## src/rtl/assert_macros.svh

```systemverilog
// assertion macros used by the top-level rtl file
`ifndef ASSERT_MACROS_SVH
`define ASSERT_MACROS_SVH

// clocked property, checking suspended while reset is high
`define ASSERT_CLK(label, prop, msg) \
  label: assert property (@(posedge clk) disable iff (rst) prop) else $error(msg);

// clocked property, checked through reset as well
`define ASSERT_ALWAYS(label, prop, msg) \
  label: assert property (@(posedge clk) prop) else $error(msg);

`endif

```

## src/rtl/gcsa_pkg.sv

```systemverilog
// constants and types for the ghost cell source address unit
package gcsa_pkg;

  localparam int IDX_W  = 8;
  localparam int COMP_W = 3;
  localparam int MODE_W = 2;
  localparam int CFG_IDX_W  = 3;
  localparam int CFG_DATA_W = 12;

  // configuration register indexes
  localparam logic [CFG_IDX_W-1:0] CFG_I_FIRST    = 3'd0;
  localparam logic [CFG_IDX_W-1:0] CFG_I_LAST     = 3'd1;
  localparam logic [CFG_IDX_W-1:0] CFG_J_FIRST    = 3'd2;
  localparam logic [CFG_IDX_W-1:0] CFG_J_LAST     = 3'd3;
  localparam logic [CFG_IDX_W-1:0] CFG_K_FIRST    = 3'd4;
  localparam logic [CFG_IDX_W-1:0] CFG_K_LAST     = 3'd5;
  localparam logic [CFG_IDX_W-1:0] CFG_DIMENSIONS = 3'd6;
  localparam logic [CFG_IDX_W-1:0] CFG_FACE_MODES = 3'd7;

  // face modes
  localparam logic [MODE_W-1:0] MODE_OUTFLOW = 2'd1;
  localparam logic [MODE_W-1:0] MODE_REFLECT = 2'd2;

  // component numbers that match each axis
  localparam logic [COMP_W-1:0] COMP_X1 = 3'd0;
  localparam logic [COMP_W-1:0] COMP_X2 = 3'd1;
  localparam logic [COMP_W-1:0] COMP_X3 = 3'd2;

  typedef struct packed {
    logic              enable;
    logic              outer;
    logic              flip;
    logic [MODE_W-1:0] mode;
    logic [IDX_W-1:0]  first;
    logic [IDX_W-1:0]  last;
  } face_cfg_t;

  typedef struct packed {
    logic             written;
    logic             toggle;
    logic [IDX_W-1:0] coord;
  } face_res_t;

endpackage

```

## src/rtl/gcsa_in_if.sv

```systemverilog
// cell item channel
interface gcsa_in_if;
  logic                         valid;
  logic                         ready;
  logic [gcsa_pkg::IDX_W-1:0]   cell_i;
  logic [gcsa_pkg::IDX_W-1:0]   cell_j;
  logic [gcsa_pkg::IDX_W-1:0]   cell_k;
  logic [gcsa_pkg::COMP_W-1:0]  component;
  logic                         vector_field;

  modport source (output valid, cell_i, cell_j, cell_k, component, vector_field,
                  input ready);
  modport sink (input valid, cell_i, cell_j, cell_k, component, vector_field,
                output ready);
endinterface

```

## src/rtl/gcsa_out_if.sv

```systemverilog
// source address result channel
interface gcsa_out_if;
  logic                       valid;
  logic                       ready;
  logic                       write_enable;
  logic [gcsa_pkg::IDX_W-1:0] src_i;
  logic [gcsa_pkg::IDX_W-1:0] src_j;
  logic [gcsa_pkg::IDX_W-1:0] src_k;
  logic                       negate;

  modport source (output valid, write_enable, src_i, src_j, src_k, negate,
                  input ready);
  modport sink (input valid, write_enable, src_i, src_j, src_k, negate,
                output ready);
endinterface

```

## src/rtl/gcsa_face.sv

```systemverilog
// traces one coordinate back through one boundary face pass
module gcsa_face (
  input  logic [gcsa_pkg::IDX_W-1:0] coord,
  input  gcsa_pkg::face_cfg_t        cfg,
  output gcsa_pkg::face_res_t        res
);

  logic                       in_ghost;
  logic                       active;
  logic                       is_outflow;
  logic                       is_reflect;
  logic [gcsa_pkg::IDX_W+1:0] mirror;
  logic [gcsa_pkg::IDX_W-1:0] mirror_sat;
  logic [gcsa_pkg::IDX_W-1:0] edge_idx;

  assign in_ghost   = cfg.outer ? (coord > cfg.last) : (coord < cfg.first);
  assign is_outflow = (cfg.mode == gcsa_pkg::MODE_OUTFLOW);
  assign is_reflect = (cfg.mode == gcsa_pkg::MODE_REFLECT);
  assign active     = cfg.enable && in_ghost && (is_outflow || is_reflect);
  assign edge_idx   = cfg.outer ? cfg.last : cfg.first;

  // two's complement over two extra bits: top bit marks below zero, next bit above range
  always_comb begin
    if (cfg.outer) begin
      mirror = {1'b0, cfg.last, 1'b0} + (gcsa_pkg::IDX_W+2)'(1) - {2'b00, coord};
    end else begin
      mirror = {1'b0, cfg.first, 1'b0} - {2'b00, coord} - (gcsa_pkg::IDX_W+2)'(1);
    end
    if (mirror[gcsa_pkg::IDX_W+1]) begin
      mirror_sat = '0;
    end else if (mirror[gcsa_pkg::IDX_W]) begin
      mirror_sat = '1;
    end else begin
      mirror_sat = mirror[gcsa_pkg::IDX_W-1:0];
    end
  end

  assign res.written = active;
  assign res.toggle  = active && is_reflect && cfg.flip;
  assign res.coord   = !active ? coord : (is_outflow ? edge_idx : mirror_sat);

endmodule

```

## src/rtl/ghost_cell_source_address_unit.sv

```systemverilog
// ghost cell source address unit: top level
//
// Usage: one item on the cells channel carries a cell coordinate, a component
// number and a vector flag; one item on the results channel answers it with the
// source cell whose value lands in that cell after the six boundary passes
// (inner then outer per axis, x1, x2, x3), a negate flag and a write flag.
// Both channels use valid/ready; an item moves when both are high.
// Configuration is a plain write port (cfg_we, cfg_index, cfg_data); the user
// must write it only while no item is in flight; the block does not check this.
// Path: an accepted item waits in the input register, passes the six face traces
// and is held in the result register, from which its result is shown.
// Throughput: one item per cycle while results.ready stays high; the traces are
// a single pass of compares and small adds between the two registers.
// Stall: when the receiver holds ready low the result register holds, one more
// item is taken into the input register, then cells.ready drops.
// Reset: both stages empty, interior ranges 0..255, one dimension, all faces off.
module ghost_cell_source_address_unit (
  input  logic                                clk,
  input  logic                                rst,
  input  logic                                cfg_we,
  input  logic [gcsa_pkg::CFG_IDX_W-1:0]      cfg_index,
  input  logic [gcsa_pkg::CFG_DATA_W-1:0]     cfg_data,
  gcsa_in_if.sink                             cells,
  gcsa_out_if.source                          results
);

  `include "assert_macros.svh"

  // configuration
  logic [gcsa_pkg::IDX_W-1:0]      i_first, i_last, j_first, j_last, k_first, k_last;
  logic [1:0]                      dimensions;
  logic [gcsa_pkg::CFG_DATA_W-1:0] face_modes;

  always_ff @(posedge clk) begin
    if (rst) begin
      i_first    <= '0;
      i_last     <= '1;
      j_first    <= '0;
      j_last     <= '1;
      k_first    <= '0;
      k_last     <= '1;
      dimensions <= 2'd1;
      face_modes <= '0;
    end else if (cfg_we) begin
      case (cfg_index)
        gcsa_pkg::CFG_I_FIRST:    i_first    <= cfg_data[gcsa_pkg::IDX_W-1:0];
        gcsa_pkg::CFG_I_LAST:     i_last     <= cfg_data[gcsa_pkg::IDX_W-1:0];
        gcsa_pkg::CFG_J_FIRST:    j_first    <= cfg_data[gcsa_pkg::IDX_W-1:0];
        gcsa_pkg::CFG_J_LAST:     j_last     <= cfg_data[gcsa_pkg::IDX_W-1:0];
        gcsa_pkg::CFG_K_FIRST:    k_first    <= cfg_data[gcsa_pkg::IDX_W-1:0];
        gcsa_pkg::CFG_K_LAST:     k_last     <= cfg_data[gcsa_pkg::IDX_W-1:0];
        gcsa_pkg::CFG_DIMENSIONS: dimensions <= cfg_data[1:0];
        gcsa_pkg::CFG_FACE_MODES: face_modes <= cfg_data;
        default: ;
      endcase
    end
  end

  // handshake
  logic s1_valid;
  logic o_valid;
  logic o_free;

  assign o_free        = !o_valid || results.ready;
  assign cells.ready   = !s1_valid || o_free;
  assign results.valid = o_valid;

  // input register
  logic [gcsa_pkg::IDX_W-1:0]  s1_i, s1_j, s1_k;
  logic [gcsa_pkg::COMP_W-1:0] s1_comp;
  logic                        s1_vec;

  always_ff @(posedge clk) begin
    if (rst) begin
      s1_valid <= 1'b0;
    end else if (cells.ready) begin
      s1_valid <= cells.valid;
    end
  end

  always_ff @(posedge clk) begin
    if (cells.ready) begin
      s1_i    <= cells.cell_i;
      s1_j    <= cells.cell_j;
      s1_k    <= cells.cell_k;
      s1_comp <= cells.component;
      s1_vec  <= cells.vector_field;
    end
  end

  // face traces, last pass first
  gcsa_pkg::face_cfg_t fc_ko, fc_ki, fc_jo, fc_ji, fc_io, fc_ii;
  gcsa_pkg::face_res_t fr_ko, fr_ki, fr_jo, fr_ji, fr_io, fr_ii;
  logic                k_gate;
  logic                flip_i, flip_j, flip_k;
  logic                we_c, neg_c;

  assign flip_i = s1_vec && (s1_comp == gcsa_pkg::COMP_X1);
  assign flip_j = s1_vec && (s1_comp == gcsa_pkg::COMP_X2);
  assign flip_k = s1_vec && (s1_comp == gcsa_pkg::COMP_X3);

  assign fc_ko = '{enable: (dimensions == 2'd3), outer: 1'b1, flip: flip_k,
                   mode: face_modes[11:10], first: k_first, last: k_last};
  assign fc_ki = '{enable: (dimensions == 2'd3), outer: 1'b0, flip: flip_k,
                   mode: face_modes[9:8], first: k_first, last: k_last};

  gcsa_face u_face_ko (.coord(s1_k),        .cfg(fc_ko), .res(fr_ko));
  gcsa_face u_face_ki (.coord(fr_ko.coord), .cfg(fc_ki), .res(fr_ki));

  // axis one and two passes only see cells whose traced k is interior
  assign k_gate = (fr_ki.coord >= k_first) && (fr_ki.coord <= k_last);

  assign fc_jo = '{enable: k_gate && dimensions[1], outer: 1'b1, flip: flip_j,
                   mode: face_modes[7:6], first: j_first, last: j_last};
  assign fc_ji = '{enable: k_gate && dimensions[1], outer: 1'b0, flip: flip_j,
                   mode: face_modes[5:4], first: j_first, last: j_last};
  assign fc_io = '{enable: k_gate, outer: 1'b1, flip: flip_i,
                   mode: face_modes[3:2], first: i_first, last: i_last};
  assign fc_ii = '{enable: k_gate, outer: 1'b0, flip: flip_i,
                   mode: face_modes[1:0], first: i_first, last: i_last};

  gcsa_face u_face_jo (.coord(s1_j),        .cfg(fc_jo), .res(fr_jo));
  gcsa_face u_face_ji (.coord(fr_jo.coord), .cfg(fc_ji), .res(fr_ji));
  gcsa_face u_face_io (.coord(s1_i),        .cfg(fc_io), .res(fr_io));
  gcsa_face u_face_ii (.coord(fr_io.coord), .cfg(fc_ii), .res(fr_ii));

  assign we_c  = fr_ko.written || fr_ki.written || fr_jo.written ||
                 fr_ji.written || fr_io.written || fr_ii.written;
  assign neg_c = fr_ko.toggle ^ fr_ki.toggle ^ fr_jo.toggle ^
                 fr_ji.toggle ^ fr_io.toggle ^ fr_ii.toggle;

  // result register
  always_ff @(posedge clk) begin
    if (rst) begin
      o_valid <= 1'b0;
    end else if (o_free) begin
      o_valid <= s1_valid;
    end
  end

  always_ff @(posedge clk) begin
    if (o_free) begin
      results.write_enable <= we_c;
      results.src_i        <= fr_ii.coord;
      results.src_j        <= fr_ji.coord;
      results.src_k        <= fr_ki.coord;
      results.negate       <= neg_c;
    end
  end

  `ASSERT_CLK(a_negate_needs_write,
              results.valid |-> (!results.negate || results.write_enable),
              "negate set on an item that writes nothing")
  `ASSERT_CLK(a_unwritten_is_self,
              (s1_valid && o_free && !we_c) |=>
                (results.src_i == $past(s1_i) && results.src_j == $past(s1_j) &&
                 results.src_k == $past(s1_k)),
              "unwritten cell does not point at itself")
  `ASSERT_ALWAYS(a_stall_only_when_full,
                 !cells.ready |-> (s1_valid && o_valid && !results.ready),
                 "input stalled with room in the pipe")

endmodule
```

## src/flat_wrapper.sv

```systemverilog
// flat-port wrapper written by rule: the top's interface ports become plain ports
module ghost_cell_source_address_unit_flat 
  (clk, rst, cfg_we, cfg_index, cfg_data, cells_valid, cells_cell_i, cells_cell_j, cells_cell_k, cells_component, cells_vector_field, cells_ready, results_valid, results_write_enable, results_src_i, results_src_j, results_src_k, results_negate, results_ready);
  gcsa_in_if cells_i ();
  gcsa_out_if results_i ();
  input  logic clk;
  input  logic rst;
  input  logic cfg_we;
  input  logic [gcsa_pkg::CFG_IDX_W-1:0] cfg_index;
  input  logic [gcsa_pkg::CFG_DATA_W-1:0] cfg_data;
  input wire logic [$bits(cells_i.valid)-1:0] cells_valid;
  input wire logic [$bits(cells_i.cell_i)-1:0] cells_cell_i;
  input wire logic [$bits(cells_i.cell_j)-1:0] cells_cell_j;
  input wire logic [$bits(cells_i.cell_k)-1:0] cells_cell_k;
  input wire logic [$bits(cells_i.component)-1:0] cells_component;
  input wire logic [$bits(cells_i.vector_field)-1:0] cells_vector_field;
  output wire logic [$bits(cells_i.ready)-1:0] cells_ready;
  output wire logic [$bits(results_i.valid)-1:0] results_valid;
  output wire logic [$bits(results_i.write_enable)-1:0] results_write_enable;
  output wire logic [$bits(results_i.src_i)-1:0] results_src_i;
  output wire logic [$bits(results_i.src_j)-1:0] results_src_j;
  output wire logic [$bits(results_i.src_k)-1:0] results_src_k;
  output wire logic [$bits(results_i.negate)-1:0] results_negate;
  input wire logic [$bits(results_i.ready)-1:0] results_ready;
  assign cells_i.valid = cells_valid;
  assign cells_i.cell_i = cells_cell_i;
  assign cells_i.cell_j = cells_cell_j;
  assign cells_i.cell_k = cells_cell_k;
  assign cells_i.component = cells_component;
  assign cells_i.vector_field = cells_vector_field;
  assign cells_ready = cells_i.ready;
  assign results_valid = results_i.valid;
  assign results_write_enable = results_i.write_enable;
  assign results_src_i = results_i.src_i;
  assign results_src_j = results_i.src_j;
  assign results_src_k = results_i.src_k;
  assign results_negate = results_i.negate;
  assign results_i.ready = results_ready;
  ghost_cell_source_address_unit u_core (.clk(clk), .rst(rst), .cfg_we(cfg_we), .cfg_index(cfg_index), .cfg_data(cfg_data), .cells(cells_i), .results(results_i));
endmodule
```

## config.mk

```make
export PLATFORM = sky130hd
export DESIGN_NAME = ghost_cell_source_address_unit_flat
export DESIGN_NICKNAME = d
export VERILOG_FILES = /design/src/rtl/gcsa_pkg.sv /design/src/rtl/gcsa_in_if.sv /design/src/rtl/gcsa_out_if.sv /design/src/rtl/gcsa_face.sv /design/src/rtl/ghost_cell_source_address_unit.sv /design/src/flat_wrapper.sv
export VERILOG_INCLUDE_DIRS = /design/src /design/src/rtl
export SDC_FILE = /design/constraint.sdc
export NUM_CORES = 1
export LEC_CHECK = 0
export BUFFER_PORTS_ARGS = -buffer_cell sky130_fd_sc_hd__buf_2
export CAP_MARGIN = 20
export CORE_MARGIN = 2
export CORE_UTILIZATION = 45
export DETAILED_ROUTE_END_ITERATION = 10
export MAX_ROUTING_LAYER = met4
export PLACE_DENSITY = 0.6
export SYNTH_ARGS = -nofsm -noshare
export SYNTH_HDL_FRONTEND = slang
export SYNTH_HIERARCHICAL = 1
export SYNTH_SLANG_ARGS = --single-unit
```

## constraint.sdc

```tcl
create_clock -name clk -period 14.6 [get_ports clk]
set_clock_uncertainty 0.2 [all_clocks]
set_input_delay 2.92 -clock clk [delete_from_list [all_inputs] [get_ports clk]]
set_output_delay 2.92 -clock clk [all_outputs]
set_load 0.01 [all_outputs]
```

* Word-level counts from Yosys, hierarchy flattened
Index checks and enable logic that the tools add are counted.
** Storage, ports and cells
- Output and inout port bits :: 28
- Input bits :: 48
- Logic and storage cells :: 145
- Register bits :: 118
** Operators by class
- Equality and inequality tests :: 22
- Multiplexer cells :: 24
- Bitwise operators :: 5
- Add/subtract/negate cells :: 12
- Magnitude comparators :: 8
- Reductions and logical operators :: 54
** Operators by type and width (count)
- $mux 8 :: 24
- $add 9x1->10 const B :: 3
- $sub 10x1->10 const B :: 3
- $sub 10x8->10 :: 3
- $sub 9x8->10 :: 3
- $logic_and 1x1->1 :: 29
- $gt 8x8->1 :: 3
- $lt 8x8->1 :: 3
- $reduce_and 2->1 :: 8
- $eq 2x2->1 const B :: 7
- $logic_or 1x1->1 :: 13
- $eq 2x1->1 const B :: 6
- $eq 3x3->1 const B :: 4
- $eq 3x2->1 const B :: 3
- $ge 8x8->1 :: 1
- $le 8x8->1 :: 1
- $eq 3x1->1 const B :: 2
- $logic_not 3->1 :: 2
- $xor 1x1->1 :: 5
- $logic_not 1->1 :: 2

* Longest topological paths before layout
Gate-level depths: netlist of the first run.
- Depth in word-level cells :: 26
- Gate-level depth with buffers :: 48
- Mapped depth without buffers :: 46

* Modules after synthesis
Netlist of the first run, hierarchy kept.
** Modules (own cells, without submodules)
- gcsa_face (u_core.u_face_ii ...) :: area an instance 1654.1 µm², sequential area each 0.0 µm², cells each 230, times used 3
- ghost_cell_source_address_unit :: area an instance 4390.5 µm², sequential area each 2902.8 µm², cells each 395, times used 1
- gcsa_face (u_core.u_face_io ...) :: area an instance 1592.8 µm², sequential area each 0.0 µm², cells each 211, times used 2
- gcsa_face (u_core.u_face_jo) :: area an instance 1602.8 µm², sequential area each 0.0 µm², cells each 220, times used 1

* Least setup slack after synthesis of the first run
Ideal clock, no wire load.
- Path type :: flip-flop to flip-flop
- Start :: reg u_core/s1_k[2] (netlist name)
- End :: reg u_core.results.src_j[4] (data pin)
- Required time :: 14.138 ns
- Arrival time :: 8.439 ns
- Setup slack :: 5.699 ns
- Period minus slack after synthesis :: 8.901 ns
- Buffers on the path :: 0
- Setup time :: 0.262 ns
- Cell stages (with the launch flop) :: 38
- Cells stage by stage :: edfxtp_1 -> inv_1 -> ha_1 -> ha_1 -> inv_1 -> fa_1 -> nand2b_1 -> a21o_1 -> a211oi_4 -> nor2_1 -> o31a_1 -> mux2i_1 -> inv_1 -> ha_1 -> a211oi_1 -> o21ai_1 -> o2111ai_2 -> a21oi_1 -> (+2 left out) -> ha_1 -> nor2b_1 -> o211ai_1 -> a211oi_1 -> nor4b_1 -> o2111ai_1 -> a31oi_1 -> a21oi_2 -> a211o_4 -> o311ai_2 -> inv_1 -> ha_1 -> a211oi_1 -> o21ai_1 -> a211o_1 -> o22ai_1 -> o32ai_1 -> mux2_1
** RTL lines
- start, declared :: RTL line ghost_cell_source_address_unit.sv:69 : logic [gcsa_pkg::IDX_W-1:0] s1_i, s1_j, s1_k;
- start signal, assigned :: RTL line ghost_cell_source_address_unit.sv:85 : s1_k <= cells.cell_k;
- end signal, assigned :: RTL line ghost_cell_source_address_unit.sv:145 : results.src_j <= fr_ji.coord;
- end, declared :: RTL line gcsa_out_if.sv:11 : modport source (output valid, write_enable, src_i, src_j, src_k, negate,

==> impl_metrics.py, run 1 <==
metrics = {
    "run_status": {
        "outcome": "finished, violations left",
        "violations": "design-rule violations",
    },
    "yosys": {
        "avgSynthCellArea_um2": 8.19,
        "synthTopCellsByCount": "ha_1 (244), inv_1 (237), nand2_1 (206), a21oi_1 (124), nor2_1 (88)",
        "synth_edf_count": 54,
        "synth_flop_cell": "dfxtp_1",
        "postSynth.asyncResetShare_pct": 0,
        "yosysMostFrequentCell": "ha_1",
        "synth_top_cell_by_area": "ha_1",
        "synth_seq_cells": 118,
        "synth.top_cell.area_share_pct": 21.6,
        "yosys_warnings": 6,
        "synth_area_um2": 14100,
        "synth_cell_types": 79,
        "synth_area_leaders": "ha_1 (22%), edfxtp_1 (11%), dfxtp_1 (9.1%), inv_1 (6.3%), nand2_1 (5.5%)",
        "synth_cells": 1727,
        "yosysSeqAreaShare_pct": 20.5,
    },
    "sta": {
        "worst_pin_slew_ps": 862,
        "period_share_pct": 73.3,
        "relSlewSlack_pct": 42.3,
        "fin_crit_ps": 10700,
        "finalSetupViolCount": 0,
        "setup_ws_ps": 3900,
        "finalHoldViolCount": 0,
        "tns_ps": 0,
        "rsz0062_at_grt": "false",
        "fmax_mhz": 93.5,
        "drv_slew": 0,
    },
    "die": {
        "core-area_um2": 30700,
        "chipWidth_um": 181,
        "pin_count": 76,
        "die_h_um": 181,
        "die_area_um2": 32900,
        "num_rows": 64,
        "start_util_pct": 46.0,
    },
    "clock_tree": {
        "numCtsBuffers": 17,
        "clock-sinks": 118,
        "root_buffer": "clkbuf_16",
        "cts_htree_levels": 4,
        "holdBufCountCts": 0,
        "post-cts-setup-buffers": 0,
        "path_clk_slew_ps": 60,
        "clock_latency_ps": 430,
        "clockBufferDepth": 2,
        "cts_tree": "yes",
        "ctsResizeCount": 0,
    },
    "min_path": {
        "hold_class": "reg2reg",
        "hold_end": "u_core/face_modes[10]",
        "min_from": "u_core/face_modes[10]",
        "hold-path-cell-count": 2,
    },
    "placed_design": {
        "dp_hpwl_um": 32800,
        "detailedPlace.worstSlack_ps": 4110,
        "io_buffers": 75,
        "dpl-instance-area_um2": 14800,
        "place_congestion": 0.939,
    },
    "worst_setup_path": {
        "cp.required_ps": 14530,
        "reg2reg_depth": 38,
        "path_class": "reg2reg",
        "max_stage_delay_ps": 610,
        "start_kind": "flip-flop",
        "crit_arrival_ps": 10630,
        "r2r_end": "u_core/results.write_enable",
        "r2r-start": "u_core/k_last[0]",
        "reg2reg_slack_ps": 3900,
        "cp_max_fo": 17,
        "cp-end-kind": "flip-flop",
        "crit_slowest_cell": "nor4_1",
    },
    "cells_and_area": {
        "layout-drive-gt1-share_pct": 9.14,
        "area_growth_pct": 9.11,
        "final_core_util_pct": 50.2,
        "fill_cells": 3013,
        "nets": 2107,
        "multi_input_area_um2": 10100,
        "postLayoutCellArea_um2": 15400,
        "register_area_um2": 2900,
    },
    "routing": {
        "antenna_left": 0,
        "drc": 1,
        "dr.pass1.iters": 8,
        "vias_per_cell": 5.85,
        "vias": 13000,
        "wl_um": 42200,
        "drtIter0Drc": 1061,
        "wl_per_cell_um": 19.0,
    },
    "pwr": {
        "p_int_w": 0.000764,
        "p_seq_share_pct": 33.0,
        "power.density_nw_per_um2": 74.7,
        "max-vdd-ir-drop_uv": 68.7,
        "cellLeakagePower_nw": 7.09,
        "combPwrFrac_pct": 30.1,
        "power_switching_share_pct": 33.7,
        "p_clk_share_pct": 36.9,
        "p_switching_w": 0.000389,
    },
    "global_route": {
        "grt_max_degree": 41,
        "grt_pass1_wl_um": 66900,
        "grt_pass1_vias": 12400,
        "antenna_found_initial": 3,
        "grtUsageTotal_pct": 26.4,
        "overflow": 0,
    },
    "job": {
        "cap_violations": 0,
    },
}
==> layout make-up <==
type,count,share of cell area [%]
Antenna cell,2,0.0324
Clock buffer,20,2.96
Clock inverter,12,0.811
Inverter,237,5.77
Multi-Input combinational cell,1350,65.8
Sequential cell,118,18.8
Tap cell,396,3.21
Timing Repair Buffer,79,2.63
==> cell usage in the layout (no fill, tap or decap), types with 10 or more instances in the layout <==
master	n
a31oi_1	10
o21a_1	15
o22ai_1	13
xnor2_1	27
inv_1	237
nor4_1	11
nor2_1	88
o32ai_1	10
fa_1	12
a21oi_1	124
o211ai_1	25
a21o_1	37
conb_1	24
buf_2	75
mux2i_1	43
nor2b_1	22
a211o_1	11
nor3_1	18
nand4_1	27
dfxtp_1	64
o31a_1	23
a211oi_1	27
o21ai_1	22
nand2b_1	35
mux2_1	14
and3_1	12
nand2_1	206
edfxtp_1	54
ha_1	244
clkbuf_16	17
nand3_1	26
o21ai_0	75
==> power by group through the flow <==
stage | combinational, W | clock [W] | sequential (W)
final | 0.000347 | 0.000425 | 0.000381
after global routing | 0.000388 | 0.000447 | 0.000382
after CTS | 0.000336 | 0.000432 | 0.000381
after detailed placement | 0.000334 | 0 | 0.000388
after global placement | 0.000328 | 0 | 0.000387
after floorplan | 0.000257 | 0 | 0.000381
==> how the worst max path moves through the flow <==
stage / slack [ps] / from / cells after the start / end
after CTS: 4080 / u_core/s1_k[2] / 37 / u_core/results.write_enable
after global placement: 4130 / u_core/k_last[0] / 38 / u_core/results.write_enable
final: 3900 / u_core/k_last[0] / 38 / u_core/results.write_enable
after global routing: 3290 / u_core/s1_k[2] / 38 / u_core/results.write_enable
after detailed placement: 4110 / u_core/s1_k[2] / 37 / u_core/results.write_enable
after floorplan: 5700 / u_core/s1_k[2] / 37 / u_core/results.src_j[4]
==> layer usage <==
layer	part of all wire [%]	track usage, %	wire length (um)	up-vias
met3	5.9	4.45	2500	58
met1	46	34.7	19600	6129
met4	1.7	5.66	697	0
met5	0	-	0	-
li1	-	-	-	6362
met2	46	42.5	19400	401
==> critical path: cells and delay by family, from the launching register on <==
kind,cells,cell delay (ps)
buffers and inverters,6,770
AND/OR/NAND/NOR,7,1570
AO/OA/AOI/OAI,18,5260
adder cells (fa/ha/maj),6,1650
flip-flops,1,550
multiplexers,1,410
==> state kept, by name, indices dropped and copies added, names as in the netlist, 2 cells and up <==
register,flops
u_core/dimensions,2
u_core/face_modes,12
u_core/i_first,8
u_core/i_last,8
u_core/j_first,8
u_core/j_last,8
u_core/k_first,8
u_core/k_last,8
u_core/results.src_i,8
u_core/results.src_j,8
u_core/results.src_k,8
u_core/s1_comp,3
u_core/s1_i,8
u_core/s1_j,8
u_core/s1_k,8
==> cell families after synthesis <==
kind of cell	share of synthesized area [%]
simple gates	17.1
compound gates	23.9
buf+inv	8.28
fa+ha+maj	23.3
flops	20.5
mux	4.80
xor+xnor	2.11
other cells	0.0531
==> metrics by stage <==
| stage | cells | power (W) | hold slack [ps] |
|---|---|---|---|
| floorplan | 1749 | 0.000637 | 237 |
| global placement | 2180 | 0.000715 | 256 |
| detailed placement | 2180 | 0.000721 | 270 |
| CTS | 2212 | 0.00115 | 282 |
| global route | 2214 | 0.00122 | 300 |
| finish | 2214 | 0.00115 | 284 |
(Power assumes the default switching activity.)
==> inputs of run 2 (changes only) <==
- clock period: 14.6 -> 10.9 ns (I/O delays scaled with it)
==> run 2 against run 1 <==
  * The flow still finishes with violations (design-rule violations)
  * Setup slack worse by 3200 ps
  * Largest power group unchanged
  * Critical endpoint is now u_core/results.negate
  * Clock power increased by 44%
  * Count of clock-buffer cells in the layout is the same
  * Fmax up 4.8%
  * Sequential power up 34%
  * First-iteration DRC count grew 3.2%
  * Routed wire length down 1.0%
  * Power rose by 38%
  * Via count fell by 0.80%
==> impl_metrics.py, run 2 (synthesized netlist as in run 1, its figures left out) <==
metrics = {
    "clock_tree": {
        "clock-sinks": 118,
        "path_clk_slew_ps": 60,
        "clockBufferDepth": 2,
        "root_buffer": "clkbuf_16",
        "numCtsBuffers": 17,
        "clock_latency_ps": 420,
        "cts_tree": "yes",
        "cts_htree_levels": 4,
    },
    "cells_and_area": {
        "nets": 2107,
        "final_cell_mix": "ha_1 (244), inv_1 (237), nand2_1 (206)",
        "largest-register": "u_core/face_modes",
        "antenna_cells": 0,
        "layout_commonest_cell": "ha_1",
        "layout-drive-gt1-share_pct": 9.31,
        "final_core_util_pct": 50.6,
        "largest_reg_flops": 12,
        "area_growth_pct": 9.95,
    },
    "sta": {
        "finalHoldViolCount": 0,
        "drv_slew": 0,
        "tns_ps": 0,
        "period_share_pct": 93.6,
        "rsz0062_at_grt": "false",
        "fin_crit_ps": 10210,
        "fmax_mhz": 98.0,
        "worst_pin_slew_ps": 949,
        "finalSetupViolCount": 0,
        "relSlewSlack_pct": 36.5,
    },
    "routing": {
        "vias_per_cell": 5.81,
        "vias": 12800,
        "dr.pass1.iters": 9,
        "antenna_left": 0,
        "drc": 1,
        "wl_um": 41700,
        "drtIter0Drc": 1095,
        "wl_per_cell_um": 18.9,
    },
    "die": {
        "core-area_um2": 30700,
        "die_area_um2": 32900,
        "num_rows": 64,
        "pin_count": 76,
        "chipWidth_um": 181,
        "start_util_pct": 46.0,
        "die_h_um": 181,
    },
    "worst_setup_path": {
        "cp_max_fo": 10,
        "crit_slowest_cell": "o32a_1",
        "start_kind": "flip-flop",
        "path_class": "reg2reg",
        "cp.required_ps": 10860,
        "max_stage_delay_ps": 610,
        "cp-end-kind": "flip-flop",
        "crit_arrival_ps": 10170,
        "reg2reg_depth": 40,
    },
    "pwr": {
        "power.density_nw_per_um2": 102,
        "p_total_w": 0.00159,
        "combPwrFrac_pct": 29.5,
        "power_switching_share_pct": 32.8,
        "p_int_w": 0.00107,
        "cellLeakagePower_nw": 7.11,
        "p_switching_w": 0.000521,
        "p_seq_share_pct": 32.1,
        "max-vdd-ir-drop_uv": 95.8,
        "p_clk_share_pct": 38.5,
    },
    "placed_design": {
        "place_congestion": 0.962,
        "dp_hpwl_um": 32600,
        "io_buffers": 75,
    },
    "global_route": {
        "grtUsageTotal_pct": 26.2,
        "overflow": 0,
        "grt_pass1_vias": 12500,
        "grt_pass1_wl_um": 67100,
        "antenna_found_initial": 0,
        "grt_max_degree": 41,
    },
    "min_path": {
        "hold_class": "reg2reg",
        "hold-path-cell-count": 2,
    },
    "run_status": {
        "outcome": "finished, violations left",
        "violations": "design-rule violations",
    },
    "job": {
        "cap_violations": 0,
    },
}
-- run 2: cell types whose count changed in the layout (fill, tap and decap cells not counted), sizes merged --
cell	before	now
clkinvlp	0	3
bufinv	2	3
diode	2	0
clkinv	6	3
inv	241	240
-- run 2: cell type report --
class	count	area [um2]
clock inverters	12	161
fillers	3022	15200
well taps	396	495
flip-flops and latches	118	2900
multi-input cells	1350	10200
repair buffers	79	405
clock buffers	20	479
inverters	237	890
-- run 2: power by group through the flow --
| stage | clock network, W | registers [W] | logic, W |
|---|---|---|---|
| floorplan | 0 | 0.000510 | 0.000344 |
| global placement | 0 | 0.000518 | 0.000439 |
| detailed placement | 0 | 0.000518 | 0.000447 |
| CTS | 0.000618 | 0.000509 | 0.000451 |
| global route | 0.000639 | 0.000511 | 0.000524 |
| finish | 0.000610 | 0.000509 | 0.000467 |
-- run 2: timing repair --
item	4_1_cts	5_1_grt
hold endpoints to repair	0	0
gates resized for setup	0	8
hold buffers	0	0
setup buffers	0	0
setup endpoints to repair	0	10
-- run 2: worst paths after layout --
check	from	to	slack, ps
worst min register to register	u_core/dimensions[0]	u_core/dimensions[0]	280
worst min-delay path	u_core/dimensions[0]	u_core/dimensions[0]	280
worst max register to register	u_core/s1_k[2]	u_core/results.negate	690
worst max-delay path	u_core/s1_k[2]	u_core/results.negate	690
-- run 2: per-stage QoR --
step / cells / cell area (um2) / setup WS [ps] / hold WS, ps
after floorplan: 1749 / 14200 / 2000 / 237
after global placement: 2180 / 14800 / 935 / 253
after detailed placement: 2180 / 14800 / 731 / 261
after CTS: 2212 / 15500 / 697 / 275
after global routing: 2212 / 15500 / 12.7 / 294
final: 2212 / 15500 / 692 / 278
-- run 2: worst max-delay path: cells and delay by family, from the launching register on --
family / cells / cell delay [ps]
and+or+nand+nor: 8 / 1430
xor gates and xnor gates: 3 / 460
DFF: 1 / 430
buffers and inverters: 6 / 670
AOI/OAI and AO/OA: 13 / 3710
muxes: 3 / 1170
adders and majority gates: 7 / 1880
-- run 2: metal layers --
| metal | routed length [um] | vias to the layer above | global-route usage (%) |
|---|---|---|---|
| met4 | 535 | 0 | 5.92 |
| met2 | 19200 | 368 | 42.4 |
| li1 | - | 6378 | - |
| met3 | 2090 | 42 | 3.14 |
| met1 | 19900 | 6058 | 35.1 |
| met5 | 0 | - | - |
